### config.mk
export PLATFORM = sky130hd
export DESIGN_NAME = date_add_signed_days
export DESIGN_NICKNAME = d
export VERILOG_FILES = /design/src/dasd_pkg.sv /design/src/date_add_signed_days.sv /design/src/dasd_year_mod.sv /design/src/dasd_month_unit.sv
export SDC_FILE = /design/constraint.sdc
export NUM_CORES = 1
export LEC_CHECK = 0
export ABC_AREA = 0
export BUFFER_PORTS_ARGS = -buffer_cell sky130_fd_sc_hd__buf_2
export CAP_MARGIN = 20
export CORE_MARGIN = 2
export CORE_UTILIZATION = 30
export DETAILED_ROUTE_END_ITERATION = 6
export PLACE_DENSITY = 0.52
export SLEW_MARGIN = 0
export SYNTH_ARGS = -nofsm -noshare
export SYNTH_HDL_FRONTEND = slang
export SYNTH_SLANG_ARGS = --single-unit
### constraint.sdc
create_clock -name clk -period 14.47 [get_ports clk]
set_input_delay 2.1705 -clock clk [delete_from_list [all_inputs] [get_ports clk]]
set_output_delay 2.1705 -clock clk [all_outputs]
set_load 0.01 [all_outputs]
### src/dasd_pkg.sv
package dasd_pkg;

  localparam int YEAR_W          = 14;
  localparam int MONTH_W         = 4;
  localparam int DAY_W           = 5;
  localparam int R400_W          = 9;
  localparam int OFFSET_BITS_DEF = 17;
  localparam int OUT_FIELDS_W    = YEAR_W + MONTH_W + DAY_W;
  localparam int OUT_DATA_W      = ((OUT_FIELDS_W + 7) / 8) * 8;

  localparam logic [YEAR_W-1:0]  MIN_YEAR  = 14'd1;
  localparam logic [YEAR_W-1:0]  MAX_YEAR  = 14'd9999;
  localparam logic [MONTH_W-1:0] JAN       = 4'd1;
  localparam logic [MONTH_W-1:0] FEB       = 4'd2;
  localparam logic [MONTH_W-1:0] DEC       = 4'd12;
  localparam logic [MONTH_W-1:0] MONTH_WRAP = 4'd13;
  localparam logic [DAY_W-1:0]   FIRST_DAY = 5'd1;
  localparam logic [DAY_W-1:0]   LAST_DAY  = 5'd31;
  localparam logic [R400_W-1:0]  CYCLE_LEN = 9'd400;
  localparam logic [R400_W-1:0]  CYCLE_END = 9'd399;
  localparam logic [R400_W-1:0]  CENT_1    = 9'd100;
  localparam logic [R400_W-1:0]  CENT_2    = 9'd200;
  localparam logic [R400_W-1:0]  CENT_3    = 9'd300;

  typedef enum logic [1:0] {
    ST_IDLE,
    ST_MOD,
    ST_WALK
  } state_t;

  typedef struct packed {
    logic                sub;
    logic [MONTH_W-1:0]  month;
    logic [R400_W-1:0]   r400;
  } mu_ctl_t;

  // The year modulo 400 settles the leap rule, since 400 is a multiple of 4.
  function automatic logic is_leap(input logic [R400_W-1:0] r400);
    is_leap = (r400[1:0] == 2'd0) && (r400 != CENT_1) && (r400 != CENT_2) &&
              (r400 != CENT_3);
  endfunction

  function automatic logic [DAY_W-1:0] days_in_month(input logic [MONTH_W-1:0] month,
                                                     input logic leap);
    logic [DAY_W-1:0] d;
    case (month) inside
      FEB:                      d = leap ? 5'd29 : 5'd28;
      4'd4, 4'd6, 4'd9, 4'd11:  d = 5'd30;
      default:                  d = 5'd31;
    endcase
    return d;
  endfunction

endpackage

### src/date_add_signed_days.sv
// Channel | Ports                         | Beat contents
// --------+-------------------------------+---------------------------------------------
// input   | in_tvalid in_tready in_tdata  | start_year, start_month, start_day, offset
// output  | out_tvalid out_tready out_*   | result_year, result_month, result_day, flag
//
// An item first has its year reduced modulo 400, then walks one month per cycle and ends
// with a closing step that writes the result to the output register.
// The month walk runs one shared add/subtract over the month lengths; the input is not
// ready until the walk ends. Reset is synchronous and clears the control state only.
// A finished result waits in the output register, and a new beat is taken meanwhile.
// The closing step of the walk waits while an older result is still unaccepted.
module date_add_signed_days #(
  parameter int OFFSET_BITS = dasd_pkg::OFFSET_BITS_DEF
) (
  input  logic                                        clk,
  input  logic                                        rst_n,
  input  logic                                        in_tvalid,
  output logic                                        in_tready,
  // start_year[13:0], start_month[17:14], start_day[22:18], offset_days above them.
  input  logic [((dasd_pkg::OUT_FIELDS_W + OFFSET_BITS + 7) / 8) * 8 - 1:0] in_tdata,
  output logic                                        out_tvalid,
  input  logic                                        out_tready,
  // result_year[13:0], result_month[17:14], result_day[22:18], zero padding.
  output logic [dasd_pkg::OUT_DATA_W-1:0]             out_tdata,
  // out_of_range[0].
  output logic [0:0]                                  out_tuser
);

  localparam int RW        = OFFSET_BITS + 1;
  localparam int MONTH_LSB = dasd_pkg::YEAR_W;
  localparam int DAY_LSB   = MONTH_LSB + dasd_pkg::MONTH_W;
  localparam int OFF_LSB   = DAY_LSB + dasd_pkg::DAY_W;
  localparam logic signed [RW-1:0] RW_ONE = RW'(1);

  logic [dasd_pkg::YEAR_W-1:0]   f_year;
  logic [dasd_pkg::MONTH_W-1:0]  f_month;
  logic [dasd_pkg::DAY_W-1:0]    f_day;
  logic [OFFSET_BITS-1:0]        f_off;
  logic [dasd_pkg::MONTH_W-1:0]  month_init;
  logic signed [RW-1:0]          rem_init;

  dasd_pkg::state_t              state_r, state_nxt;
  logic [dasd_pkg::YEAR_W-1:0]   year_r, year_nxt;
  logic [dasd_pkg::MONTH_W-1:0]  month_r, month_nxt;
  logic [dasd_pkg::R400_W-1:0]   r400_r, r400_nxt;
  logic signed [RW-1:0]          rem_r, rem_nxt;
  logic                          out_valid_r, out_valid_nxt;
  logic [dasd_pkg::YEAR_W-1:0]   out_year_r, out_year_nxt;
  logic [dasd_pkg::MONTH_W-1:0]  out_month_r, out_month_nxt;
  logic [dasd_pkg::DAY_W-1:0]    out_day_r, out_day_nxt;
  logic                          out_flag_r, out_flag_nxt;

  logic                          mod_start;
  logic                          mod_done;
  logic [dasd_pkg::R400_W-1:0]   mod_val;
  logic                          back;
  logic                          at_floor;
  logic                          out_free;
  logic                          fin;
  logic                          out_load;
  logic [dasd_pkg::MONTH_W-1:0]  prev_month, next_month;
  logic [dasd_pkg::R400_W-1:0]   prev_r400, next_r400;
  dasd_pkg::mu_ctl_t             mu_ctl;
  logic signed [RW-1:0]          mu_sum;

  assign f_year  = in_tdata[MONTH_LSB-1:0];
  assign f_month = in_tdata[DAY_LSB-1:MONTH_LSB];
  assign f_day   = in_tdata[OFF_LSB-1:DAY_LSB];
  assign f_off   = in_tdata[OFF_LSB +: OFFSET_BITS];

  assign in_tready  = (state_r == dasd_pkg::ST_IDLE);
  assign mod_start  = in_tvalid && in_tready;
  assign out_tvalid = out_valid_r;
  assign out_tdata  = {{(dasd_pkg::OUT_DATA_W - dasd_pkg::OUT_FIELDS_W){1'b0}},
                       out_day_r, out_month_r, out_year_r};
  assign out_tuser  = out_flag_r;

  dasd_year_mod u_year_mod (
    .clk    (clk),
    .rst_n  (rst_n),
    .start  (mod_start),
    .year   (f_year),
    .done   (mod_done),
    .mod400 (mod_val)
  );

  dasd_month_unit #(
    .OFFSET_BITS (OFFSET_BITS)
  ) u_month_unit (
    .ctl (mu_ctl),
    .rem (rem_r),
    .sum (mu_sum)
  );

  always_comb begin
    if (f_month == '0) begin
      month_init = dasd_pkg::JAN;
    end else if (f_month >= dasd_pkg::MONTH_WRAP) begin
      month_init = dasd_pkg::DEC;
    end else begin
      month_init = f_month;
    end
    rem_init = $signed({{(RW - OFFSET_BITS){f_off[OFFSET_BITS-1]}}, f_off}) +
               $signed({{(RW - dasd_pkg::DAY_W){1'b0}}, f_day}) - RW_ONE;

    back       = rem_r[RW-1];
    prev_month = (month_r == dasd_pkg::JAN) ? dasd_pkg::DEC : month_r - 1'b1;
    next_month = (month_r == dasd_pkg::DEC) ? dasd_pkg::JAN : month_r + 1'b1;
    prev_r400  = (r400_r == '0) ? dasd_pkg::CYCLE_END : r400_r - 1'b1;
    next_r400  = (r400_r == dasd_pkg::CYCLE_END) ? '0 : r400_r + 1'b1;
    at_floor   = (year_r == '0) ||
                 ((year_r == dasd_pkg::MIN_YEAR) && (month_r == dasd_pkg::JAN));
    out_free   = !out_valid_r || out_tready;

    // Walking back adds the length of the month before; walking on subtracts this one.
    mu_ctl.sub   = !back;
    mu_ctl.month = back ? prev_month : month_r;
    mu_ctl.r400  = (back && (month_r == dasd_pkg::JAN)) ? prev_r400 : r400_r;
  end

  always_comb begin
    state_nxt     = state_r;
    year_nxt      = year_r;
    month_nxt     = month_r;
    r400_nxt      = r400_r;
    rem_nxt       = rem_r;
    fin           = 1'b0;
    out_year_nxt  = out_year_r;
    out_month_nxt = out_month_r;
    out_day_nxt   = out_day_r;
    out_flag_nxt  = out_flag_r;

    case (state_r)
      dasd_pkg::ST_IDLE: begin
        if (mod_start) begin
          year_nxt  = f_year;
          month_nxt = month_init;
          rem_nxt   = rem_init;
          state_nxt = dasd_pkg::ST_MOD;
        end
      end
      dasd_pkg::ST_MOD: begin
        if (mod_done) begin
          r400_nxt  = mod_val;
          state_nxt = dasd_pkg::ST_WALK;
        end
      end
      dasd_pkg::ST_WALK: begin
        if (back) begin
          if (at_floor) begin
            fin           = 1'b1;
            out_year_nxt  = dasd_pkg::MIN_YEAR;
            out_month_nxt = dasd_pkg::JAN;
            out_day_nxt   = dasd_pkg::FIRST_DAY;
            out_flag_nxt  = 1'b1;
          end else begin
            month_nxt = prev_month;
            rem_nxt   = mu_sum;
            if (month_r == dasd_pkg::JAN) begin
              year_nxt = year_r - 1'b1;
              r400_nxt = prev_r400;
            end
          end
        end else if (year_r > dasd_pkg::MAX_YEAR) begin
          fin           = 1'b1;
          out_year_nxt  = dasd_pkg::MAX_YEAR;
          out_month_nxt = dasd_pkg::DEC;
          out_day_nxt   = dasd_pkg::LAST_DAY;
          out_flag_nxt  = 1'b1;
        end else if (!mu_sum[RW-1]) begin
          month_nxt = next_month;
          rem_nxt   = mu_sum;
          if (month_r == dasd_pkg::DEC) begin
            year_nxt = year_r + 1'b1;
            r400_nxt = next_r400;
          end
        end else if (year_r == '0) begin
          fin           = 1'b1;
          out_year_nxt  = dasd_pkg::MIN_YEAR;
          out_month_nxt = dasd_pkg::JAN;
          out_day_nxt   = dasd_pkg::FIRST_DAY;
          out_flag_nxt  = 1'b1;
        end else begin
          fin           = 1'b1;
          out_year_nxt  = year_r;
          out_month_nxt = month_r;
          out_day_nxt   = rem_r[dasd_pkg::DAY_W-1:0] + 1'b1;
          out_flag_nxt  = 1'b0;
        end
        if (fin && out_free) begin
          state_nxt = dasd_pkg::ST_IDLE;
        end
      end
      default: begin
        state_nxt = dasd_pkg::ST_IDLE;
      end
    endcase

    out_load = fin && out_free;
    if (out_load) begin
      out_valid_nxt = 1'b1;
    end else if (out_tready) begin
      out_valid_nxt = 1'b0;
    end else begin
      out_valid_nxt = out_valid_r;
    end
  end

  always_ff @(posedge clk) begin
    if (!rst_n) begin
      state_r     <= dasd_pkg::ST_IDLE;
      out_valid_r <= 1'b0;
    end else begin
      state_r     <= state_nxt;
      out_valid_r <= out_valid_nxt;
    end
  end

  always_ff @(posedge clk) begin
    year_r  <= year_nxt;
    month_r <= month_nxt;
    r400_r  <= r400_nxt;
    rem_r   <= rem_nxt;
    if (out_load) begin
      out_year_r  <= out_year_nxt;
      out_month_r <= out_month_nxt;
      out_day_r   <= out_day_nxt;
      out_flag_r  <= out_flag_nxt;
    end
  end

endmodule

### src/dasd_year_mod.sv
module dasd_year_mod (
  input  logic                          clk,
  input  logic                          rst_n,
  input  logic                          start,
  input  logic [dasd_pkg::YEAR_W-1:0]   year,
  output logic                          done,
  output logic [dasd_pkg::R400_W-1:0]   mod400
);

  localparam int YW          = dasd_pkg::YEAR_W;
  localparam int PROD_W      = YW + 13;
  localparam int QUOT_W      = 6;
  localparam int RECIP_SHIFT = 21;
  localparam logic [PROD_W-1:0] RECIP_400 = PROD_W'(5243);

  logic                          busy_r;
  logic [dasd_pkg::YEAR_W-1:0]   year_r;
  logic [PROD_W-1:0]             prod;
  logic [QUOT_W-1:0]             quot;
  logic [dasd_pkg::YEAR_W-1:0]   rest;

  // The quotient by 400 comes from a reciprocal multiply, exact over the whole year field.
  always_comb begin
    prod   = PROD_W'(year_r) * RECIP_400;
    quot   = prod[RECIP_SHIFT +: QUOT_W];
    rest   = year_r - (YW'(quot) * YW'(dasd_pkg::CYCLE_LEN));
    done   = busy_r;
    mod400 = rest[dasd_pkg::R400_W-1:0];
  end

  always_ff @(posedge clk) begin
    if (!rst_n) begin
      busy_r <= 1'b0;
    end else begin
      busy_r <= start;
    end
  end

  always_ff @(posedge clk) begin
    if (start) begin
      year_r <= year;
    end
  end

endmodule

### src/dasd_month_unit.sv
module dasd_month_unit #(
  parameter int OFFSET_BITS = dasd_pkg::OFFSET_BITS_DEF
) (
  input  dasd_pkg::mu_ctl_t         ctl,
  input  logic signed [OFFSET_BITS:0] rem,
  output logic signed [OFFSET_BITS:0] sum
);

  localparam int RW = OFFSET_BITS + 1;

  logic [dasd_pkg::DAY_W-1:0] dim;
  logic signed [RW-1:0]       dim_ext;

  always_comb begin
    dim     = dasd_pkg::days_in_month(ctl.month, dasd_pkg::is_leap(ctl.r400));
    dim_ext = $signed({{(RW - dasd_pkg::DAY_W){1'b0}}, dim});
    sum     = ctl.sub ? (rem - dim_ext) : (rem + dim_ext);
  end

endmodule

==> results of run 1 <==
-- cells in the mapped netlist, drive strengths merged, types with 3 or more instances --
cell type	n	area (um^2)
a211oi	8	65.1
a21o	15	113
a21oi	39	195
a221o	3	30.0
a22oi	4	30.0
a31o	4	35.0
a31oi	12	75.1
a41oi	5	43.8
and2	5	31.3
and3	13	81.3
buf	5	25.0
clkbuf	25	93.8
dfxtp	4	80.1
edfxtp	83	2490
fa	65	1300
ha	148	1850
inv	176	661
nand2	68	255
nand2b	9	56.3
nand3	24	120
nand4	6	37.5
nor2	70	263
nor2b	7	43.8
nor3	20	105
nor3b	4	30.0
nor4	3	18.8
o211ai	3	22.5
o21a	6	45.0
o21ai	66	330
o21bai	6	45.0
o22ai	12	75.1
o31ai	6	45.0
o32ai	3	26.3
or2	3	18.8
or3	8	50.1
xnor2	37	332
xor2	31	272
-- worst max-delay path, cell delays in order, from the launching register on --
cell	delay, ns
edfxtp_1	0.57
ha_1	0.40
inv_1	0.06
fa_1	0.48
fa_1	0.51
inv_1	0.04
ha_1	0.27
inv_1	0.05
fa_1	0.53
inv_1	0.04
ha_1	0.21
a2111oi_2	0.32
o21ai_1	0.13
a22o_1	0.22
o41a_1	0.44
a21o_1	0.26
a21oi_1	0.24
o21bai_1	0.11
xor2_1	0.15
ha_1	0.27
inv_1	0.04
ha_1	0.29
a21oi_1	0.17
xnor2_1	0.15
xnor2_1	0.15
xnor3_1	0.23
a221o_1	0.29
-- power by group --
part | internal (mW) | switching, mW | leakage, nW | total, mW
Clock | 0.154 | 0.108 | 0.160 | 0.262
Sequential | 0.315 | 0.0247 | 0.808 | 0.340
Combinational | 0.366 | 0.419 | 3.99 | 0.785
Total | 0.835 | 0.552 | 4.96 | 1.39
-- final timing paths --
| path | from | end | slack, ns |
|---|---|---|---|
| worst max register to register | u_year_mod.year_r[5]$_DFFE_PP_ | r400_r[8]$_DFFE_PP_ | 7.61 |
| worst max-delay path | u_year_mod.year_r[5]$_DFFE_PP_ | r400_r[8]$_DFFE_PP_ | 7.61 |
| worst min-delay path | u_year_mod.done$_SDFF_PN0_ | state_r[0]$_SDFFE_PN0P_ | 0.54 |
| worst min register to register | u_year_mod.done$_SDFF_PN0_ | state_r[0]$_SDFFE_PN0P_ | 0.54 |
-- cells by family after synthesis --
logic type	Yosys count	share of synthesized area [%]
flip-flops	87	26.6
AND/OR/NAND/NOR	245	12.0
multiplexers	3	0.324
buffers and inverters	206	8.07
XOR/XNOR	69	6.48
other	1	0.0388
adder cells (fa/ha/maj)	213	32.7
AO/OA/AOI/OAI	209	13.8
-- per-layer routing --
metal	part of all wire (%)	vias to the layer above	global-route usage, %
met5	0	-	0
met2	48	101	24.6
met3	2.7	25	1.68
met4	2.5	0	4.64
li1	-	3676	-
met1	46	3379	18.4
-- stage by stage --
stage          instance area (um^2)  setup slack, ns  instances  power (mW)
6_report                      10800             7.61       1498        1.39
3_3_place_gp                  10500             7.72       1481        1.13
4_1_cts                       10800             7.60       1497        1.41
3_5_place_dp                  10500             7.62       1481        1.14
5_1_grt                       10800             7.23       1498        1.54
2_1_floorplan                  9660             7.98       1033       0.956
-- cell type report --
cell class	count	area (um^2)
well taps	402	503
multi-input cells	740	6320
clock inverters	7	101
repair buffers	77	403
flip-flops and latches	87	2570
clock buffers	9	225
fillers	3272	20800
inverters	176	661
-- flip-flops by register name (all words and copies together) (netlist names) --
| name | cells |
|---|---|
| out_year_r | 14 |
| state_r | 2 |
| r400_r | 9 |
| out_day_r | 5 |
| u_year_mod.done | 1 |
| rem_r | 18 |
| out_tuser | 1 |
| month_r | 4 |
| u_year_mod.year_r | 14 |
| out_month_r | 4 |
| year_r | 14 |
| out_tvalid | 1 |
==> results_dict.tcl, run 1 <==
set metrics [dict create \
    status "complete, no violations" \
    fin_util_pct 34.1 \
    start_util_pct 30.5 \
    finalSetupTns_ns 0 \
    startpoint_type "register" \
    postSynthAreaPerCell_um2 9.35 \
    synth_edf_count 83 \
    clk_path_buf_depth 2 \
    grt_max_degree 49 \
    dieWidth_um 183 \
    wl_um 22700 \
    tightest_slew_ns 0.936 \
    p_leak_nw 4.96 \
    ys_seq_area_share_pct 26.6 \
    layout-drive-gt1-share_pct 9.95 \
    setup_viol 0 \
    post_cts_resize_count 0 \
    final_common_cell "inv_1" \
    synth_nets 1290 \
    fmax_mhz 146 \
    postSynthCellCount 1033 \
    cp.required_ns 14.57 \
    crit_path_max_fanout 8 \
    cts.clk_slew.worst_paths_ns 0.07 \
    end_kind "register" \
    cap_violations 0 \
    vias 7181 \
    min_path_type "register to register" \
    skew_ns 0.0126 \
    nets 1348 \
    antennaDiodeCount 0 \
    std_cell_rows 65 \
    gp_congestion 0.854 \
    clock_latency_ns 0.36 \
    yosys_most_used_dff "edfxtp_1" \
    final_max_slew_viol_count 0 \
    grt_pass1_vias 7498 \
    grt-ovfl-total 0 \
    wl_per_cell_um 15.1 \
    post_cts_buffers 0 \
    io_pins 71 \
    netlist_area_mm2 0.00966 \
    h-tree-depth 3 \
    area_growth_pct 11.7 \
    path_class "register to register" \
    reg2regPathDepth 26 \
    mostFrequentLayoutCells "176 x inv_1, 148 x ha_1, 83 x edfxtp_1, 70 x buf_2, 69 x nor2_1" \
    dpl.hpwl_um 18500 \
    antenna_found_initial 0 \
    via_per_inst 4.79 \
    hold_ws_ns 0.539 \
    root_buffer "clkbuf_16" \
    period_minus_slack_ns 6.86 \
    numPortBuffers 69 \
    p_per_area_mw_per_mm2 129 \
    grt_first_pass_wirelength_um 38200 \
    yosys_warnings 0 \
    synth_seq_cells 87 \
    final.period_utilization_pct 47.4 \
    rsz0062_at_grt "false" \
    slew_headroom_pct 37.6 \
    hold_violations 0 \
    grtUsageTotal_pct 14.2 \
    async_reset_ff_share_pct 0 \
    clock-sinks 87 \
    cts_made_buffers 9 \
    cts_tree "yes" \
    holdPathStages 2 \
    drc 0 \
    die_h_um 183 \
    cts-hold-fix-buffers 0 \
    dieArea_mm2 0.0336 \
    irDropWorstVdd_mv 0.0826 \
    core_area_mm2 0.0316 \
    ant_nets 0 \
    cp_data_arrival_time_ns 6.96 \
    dr.pass1.iters 4 \
    synth_cell_types 63 \
    drtIter0Drc 469 \
]
No activity file was read; power rests on OpenSTA's default activity.
==> inputs of run 2 (changes only) <==
==> constraint.sdc (replaced) <==
create_clock -name clk -period 7.1 [get_ports clk]
set_input_delay 1.065 -clock clk [delete_from_list [all_inputs] [get_ports clk]]
set_output_delay 1.065 -clock clk [all_outputs]
set_load 0.01 [all_outputs]
==> results_dict.tcl, run 2 (synthesis results as in run 1) <==
set metrics [dict create \
    status "complete, no violations" \
    cap_violations 0 \
    drtIter0Drc 458 \
    ant_nets 0 \
    min_path_type "register to register" \
    setup_viol 0 \
    p_leak_nw 4.98 \
    root_buffer "clkbuf_16" \
    p_per_area_mw_per_mm2 258 \
    vias 7326 \
    multi_input_area_mm2 0.00633 \
    grtUsageTotal_pct 14.4 \
    reg2reg_to "r400_r[8]$_DFFE_PP_" \
    grt_pass1_vias 7385 \
    dieWidth_um 183 \
    gp_congestion 0.848 \
    startpoint_type "register" \
    clock_latency_ns 0.35 \
    setup.worst_path.start "u_year_mod.year_r[10]$_DFFE_PP_" \
    cts.clk_slew.worst_paths_ns 0.07 \
    dr.pass1.iters 5 \
    grt_max_degree 41 \
    finalSetupTns_ns 0 \
    tightest_slew_ns 0.992 \
    start_util_pct 30.5 \
    antenna_found_initial 0 \
    dpl.hpwl_um 18900 \
    period_minus_slack_ns 6.77 \
    r2r_start "u_year_mod.year_r[10]$_DFFE_PP_" \
    wl_per_cell_um 15.4 \
    cp_data_arrival_time_ns 6.87 \
    cp.required_ns 7.20 \
    cts_tree "yes" \
    final.period_utilization_pct 95.3 \
    die_h_um 183 \
    fill_cells 3248 \
    h-tree-depth 3 \
    clock-sinks 87 \
    dieArea_mm2 0.0336 \
    core_area_mm2 0.0316 \
    irDropWorstVdd_mv 0.130 \
    rsz0062_at_grt "false" \
    clk_path_buf_depth 2 \
    drc 0 \
    skew_ns 0.0124 \
    numPortBuffers 69 \
    grt-ovfl-total 0 \
    final_common_cell "inv_1" \
    fin_util_pct 34.2 \
    hold_violations 0 \
    largest_reg_flops 18 \
    crit_path_max_fanout 6 \
    nets 1357 \
    min-delay-start "u_year_mod.done$_SDFF_PN0_" \
    via_per_inst 4.86 \
    layout-drive-gt1-share_pct 10.9 \
    grt_first_pass_wirelength_um 38500 \
    register_area_mm2 0.00257 \
    std_cell_rows 65 \
    mostFrequentLayoutCells "176 x inv_1, 148 x ha_1, 83 x edfxtp_1, 69 x nor2_1, 69 x buf_2" \
    holdPathStages 2 \
    io_pins 71 \
    reg2regPathDepth 26 \
    fmax_mhz 148 \
    wl_um 23300 \
    end_kind "register" \
    slew_headroom_pct 32.9 \
    r2r_slack_ns 0.33 \
    path_class "register to register" \
    regMostFlops "rem_r" \
    cts_made_buffers 9 \
    area_growth_pct 12.1 \
    antennaDiodeCount 0 \
    hold_end "state_r[0]$_SDFFE_PN0P_" \
    final_max_slew_viol_count 0 \
]
[run 2: cell types whose count changed in the layout (fill, tap and decap cells not counted)]
cell        previous run  this run
a21oi_2                0         1
inv_6                  2         1
xnor2_1               36        35
clkinvlp_4             0         2
buf_4                  7        17
bufinv_16              2         0
xnor2_2                1         2
buf_2                 70        69
clkinv_4               1         2
a21oi_1               39        38
[run 2: stage by stage]
step | instances | total power, mW | area (um^2) | hold slack (ns) | setup slack, ns
6_report | 1507 | 2.80 | 10800 | 0.552 | 0.331
5_1_grt | 1507 | 3.10 | 10800 | 0.599 | 0.0141
4_1_cts | 1501 | 2.83 | 10800 | 0.552 | 0.214
3_5_place_dp | 1485 | 2.36 | 10500 | 0.528 | 0.226
3_3_place_gp | 1485 | 2.31 | 10500 | 0.521 | 0.346
2_1_floorplan | 1033 | 1.95 | 9660 | 0.480 | 0.607
[run 2: layer usage]
metal	GRT usage (%)	up-vias	routed length (um)	share of wire [%]
li1	-	3685	-	-
met1	18.5	3517	10700	46
met2	25.8	111	11800	51
met3	1.84	13	597	2.6
met4	2.75	0	172	0.74
met5	0	-	0	0
[run 2: how the worst max path moves through the flow]
stage	slack, ns	depth (start not counted)	endpoint
after CTS	0.21	26	r400_r[8]$_DFFE_PP_
after global placement	0.35	26	r400_r[8]$_DFFE_PP_
after global routing	0.01	26	r400_r[8]$_DFFE_PP_
after detailed placement	0.23	26	r400_r[8]$_DFFE_PP_
final	0.33	26	r400_r[8]$_DFFE_PP_
after floorplan	0.61	26	r400_r[8]$_DFFE_PP_
[run 2: critical path: stages, from the launching register on]
cell and delay (ns):
edfxtp_1 0.54, ha_1 0.36, inv_1 0.06, fa_1 0.50, inv_1 0.05, fa_1 0.49
inv_1 0.05, fa_1 0.46, fa_1 0.54, inv_1 0.04, ha_1 0.30, nand4_1 0.09
a211oi_1 0.05, a22o_1 0.23, o41a_1 0.43, a21o_1 0.26, a21oi_2 0.19, o21bai_1 0.09
xor2_1 0.15, ha_1 0.21, xor2_1 0.16, xnor2_1 0.26, xnor2_2 0.17, xnor2_1 0.16
xnor2_1 0.15, xnor3_1 0.23, a221o_1 0.30
[run 2: what timing repair did]
item,4_1_cts,5_1_grt
resized for setup,0,2
setup endpoints to repair,0,1
endpoints found under the hold margin,0,0
hold buffers,0,0
setup buffers,0,6
[run 2: power breakdown]
| part | total, mW | switching, mW | internal, mW |
|---|---|---|---|
| clock network | 0.458 | 0.217 | 0.241 |
| registers | 0.692 | 0.0489 | 0.643 |
| logic | 1.65 | 0.883 | 0.763 |
| total | 2.80 | 1.15 | 1.65 |
[run 2: layout make-up]
class | instances | area share, %
Tap cell | 402 | 4.65
Clock inverter | 7 | 0.520
Clock buffer | 9 | 2.08
Sequential cell | 87 | 23.8
Timing Repair Buffer | 86 | 4.37
Inverter | 176 | 6.10
Multi-Input combinational cell | 740 | 58.5
==> inputs of run 3 (changes only) <==
--- a/config.mk
+++ b/config.mk
@@ -15,4 +15,5 @@
 export SLEW_MARGIN = 0
 export SYNTH_ARGS = -nofsm -noshare
 export SYNTH_HDL_FRONTEND = slang
+export SYNTH_HIERARCHICAL = 1
 export SYNTH_SLANG_ARGS = --single-unit
==> results_dict.tcl, run 3 <==
set metrics [dict create \
    clock-sinks 87 \
    final_max_slew_viol_count 0 \
    grtUsageTotal_pct 13.9 \
    cts.clk_slew.worst_paths_ns 0.08 \
    grt_max_degree 47 \
    final_common_cell "inv_1" \
    ys_seq_area_share_pct 25.5 \
    antennaDiodeCount 0 \
    grt_pass1_vias 7483 \
    cts_made_buffers 9 \
    slew_headroom_pct 38.6 \
    dr.pass1.iters 4 \
    cts_tree "yes" \
    layout-drive-gt1-share_pct 11.1 \
    finalSetupTns_ns 0 \
    tightest_slew_ns 0.921 \
    crit_slowest_cell "edfxtp_1" \
    max_stage_delay_ns 0.58 \
    met2_length_um 11100 \
    numPortBuffers 69 \
    postSynthAreaPerCell_um2 9.34 \
    nets 1385 \
    dieWidth_um 188 \
    post_cts_resize_count 0 \
    cp_data_arrival_time_ns 6.68 \
    crit_top_cell "inv_1" \
    synth_top_area_cell "edfxtp_1" \
    final.period_utilization_pct 92.4 \
    netlist_area_mm2 0.0101 \
    rsz0062_at_grt "false" \
    io_pins 71 \
    skew_ns 0.00737 \
    cts-hold-fix-buffers 0 \
    area_growth_pct 10.5 \
    gp_congestion 0.823 \
    wl_met1_um 11700 \
    core_area_mm2 0.0334 \
    antenna_found_initial 0 \
    maxUsedRoutingLayer "met4" \
    end_kind "register" \
    place_ws_ns 0.480 \
    ys_top_cells_by_area "edfxtp_1 25%, ha_1 18%, fa_1 13%" \
    postSynthCellCount 1082 \
    wl_met3_um 840 \
    netlist_top_cells_count "173 x inv_1, 146 x ha_1, 94 x nand2_1" \
    synth_seq_cells 87 \
    wl_per_cell_um 15.0 \
    cap_violations 0 \
    std_cell_rows 67 \
    cp.required_ns 7.22 \
    path_class "register to register" \
    fill_cells 3582 \
    via_per_inst 4.75 \
    period_minus_slack_ns 6.56 \
    crit_path_max_fanout 7 \
    crit_buf_inv 5 \
    h-tree-depth 3 \
    dpl.hpwl_um 19400 \
    crit_family "adder cells" \
    fin_ws_ns 0.543 \
    hold_violations 0 \
    largest_reg_flops 18 \
    irDropWorstVdd_mv 0.161 \
    status "complete, no violations" \
    clock_latency_ns 0.37 \
    start_util_pct 30.3 \
    dieArea_mm2 0.0352 \
    root_buffer "clkbuf_16" \
    drc 0 \
    async_reset_ff_share_pct 0 \
    grt_first_pass_wirelength_um 39000 \
    p_leak_nw 5.13 \
    mostFrequentLayoutCells "173 x inv_1, 146 x ha_1, 94 x nand2_1, 83 x edfxtp_1, 69 x buf_2" \
    drtIter0Drc 367 \
    wl_um 23700 \
    ant_nets 0 \
    fmax_mhz 153 \
    grt-ovfl-total 0 \
    die_h_um 188 \
    yosys_warnings 6 \
    synth_edf_count 83 \
    p_per_area_mw_per_mm2 287 \
    regMostFlops "rem_r" \
    post_cts_buffers 0 \
    synth_nets 1337 \
    yosysMostFrequentCell "inv_1" \
    synth_cell_types 87 \
    vias 7521 \
    clk_path_buf_depth 2 \
    yosys_most_used_dff "edfxtp_1" \
    synth_top_area_share_pct 24.7 \
    setup_viol 0 \
    startpoint_type "register" \
    min_path_type "register to register" \
]
run 3: cell types whose count changed after synthesis, sizes merged, moves of 6 or more:
cell,previous run,this run
buf,5,26
nor3,20,12
xnor2,37,43
nand4,6,12
o21ai,66,78
a21oi,39,64
nor2,70,47
clkbuf,25,13
or3,8,2
nand2,68,95
run 3: routing by layer:
| metal | up-vias | GRT usage (%) |
|---|---|---|
| li1 | 3826 | - |
| met1 | 3550 | 19.4 |
| met2 | 132 | 22.8 |
| met3 | 13 | 2.10 |
| met4 | 0 | 2.42 |
| met5 | - | 0 |
run 3: through the flow:
step / hold slack (ns) / power [mW] / instance area [um^2] / util (%) / instances
after floorplan: 0.474 / 2.29 / 10100 / - / 1082
after global placement: 0.513 / 2.70 / 10900 / 32.6 / 1567
after detailed placement: 0.522 / 2.73 / 10900 / 32.6 / 1567
after CTS: 0.532 / 3.26 / 11200 / 33.5 / 1583
after global routing: 0.599 / 3.55 / 11200 / 33.5 / 1583
final: 0.534 / 3.21 / 11200 / 33.5 / 1583
run 3: power breakdown:
part | leakage (nW) | switching [mW] | internal [mW]
clock | 0.145 | 0.247 | 0.250
combinational | 4.18 | 1.11 | 0.886
sequential | 0.813 | 0.0658 | 0.651
total | 5.13 | 1.42 | 1.79
run 3: worst paths after layout:
| path | end | from | slack, ns | depth (start not counted) |
|---|---|---|---|---|
| hold reg to reg | state_r[0]$_SDFFE_PN0P_ | u_year_mod/done$_SDFF_PN0_ | 0.53 | 3 |
| hold / removal | state_r[0]$_SDFFE_PN0P_ | u_year_mod/done$_SDFF_PN0_ | 0.53 | 3 |
| setup / recovery | r400_r[8]$_DFFE_PP_ | u_year_mod/year_r[4]$_DFFE_PP_ | 0.54 | 25 |
| setup reg to reg | r400_r[8]$_DFFE_PP_ | u_year_mod/year_r[4]$_DFFE_PP_ | 0.54 | 25 |
run 3: layout make-up:
type	instances	area (um^2)	area share, %
Multi-Input combinational cell	781	6680	59.8
Timing Repair Buffer	76	398	3.56
Tap cell	448	561	5.02
Clock inverter	7	75.1	0.672
Inverter	175	657	5.88
Sequential cell	87	2570	23.0
Clock buffer	9	225	2.02
run 3: logic make-up (layout without fill, tap and decap cells):
| logic type | count (synthesis) | after routing | synth area share (%) |
|---|---|---|---|
| simple gates | 250 | 250 | 12.8 |
| compound gates | 240 | 240 | 15.3 |
| buf+inv | 214 | 267 | 8.47 |
| fa+ha+maj | 211 | 211 | 30.9 |
| flops | 87 | 87 | 25.5 |
| xor+xnor | 74 | 74 | 6.49 |
| mux | 5 | 5 | 0.495 |
| other cells | 1 | 1 | 0.0371 |
run 3: worst reg2reg max path, delay by kind of cell (launching register included):
family,cells,cell delay [ns]
XOR/XNOR,4,0.47
adder cells (fa/ha/maj),8,3.22
buffers and inverters,5,0.43
AND/OR/NAND/NOR,1,0.19
AO/OA/AOI/OAI,7,1.45
flip-flops,1,0.58
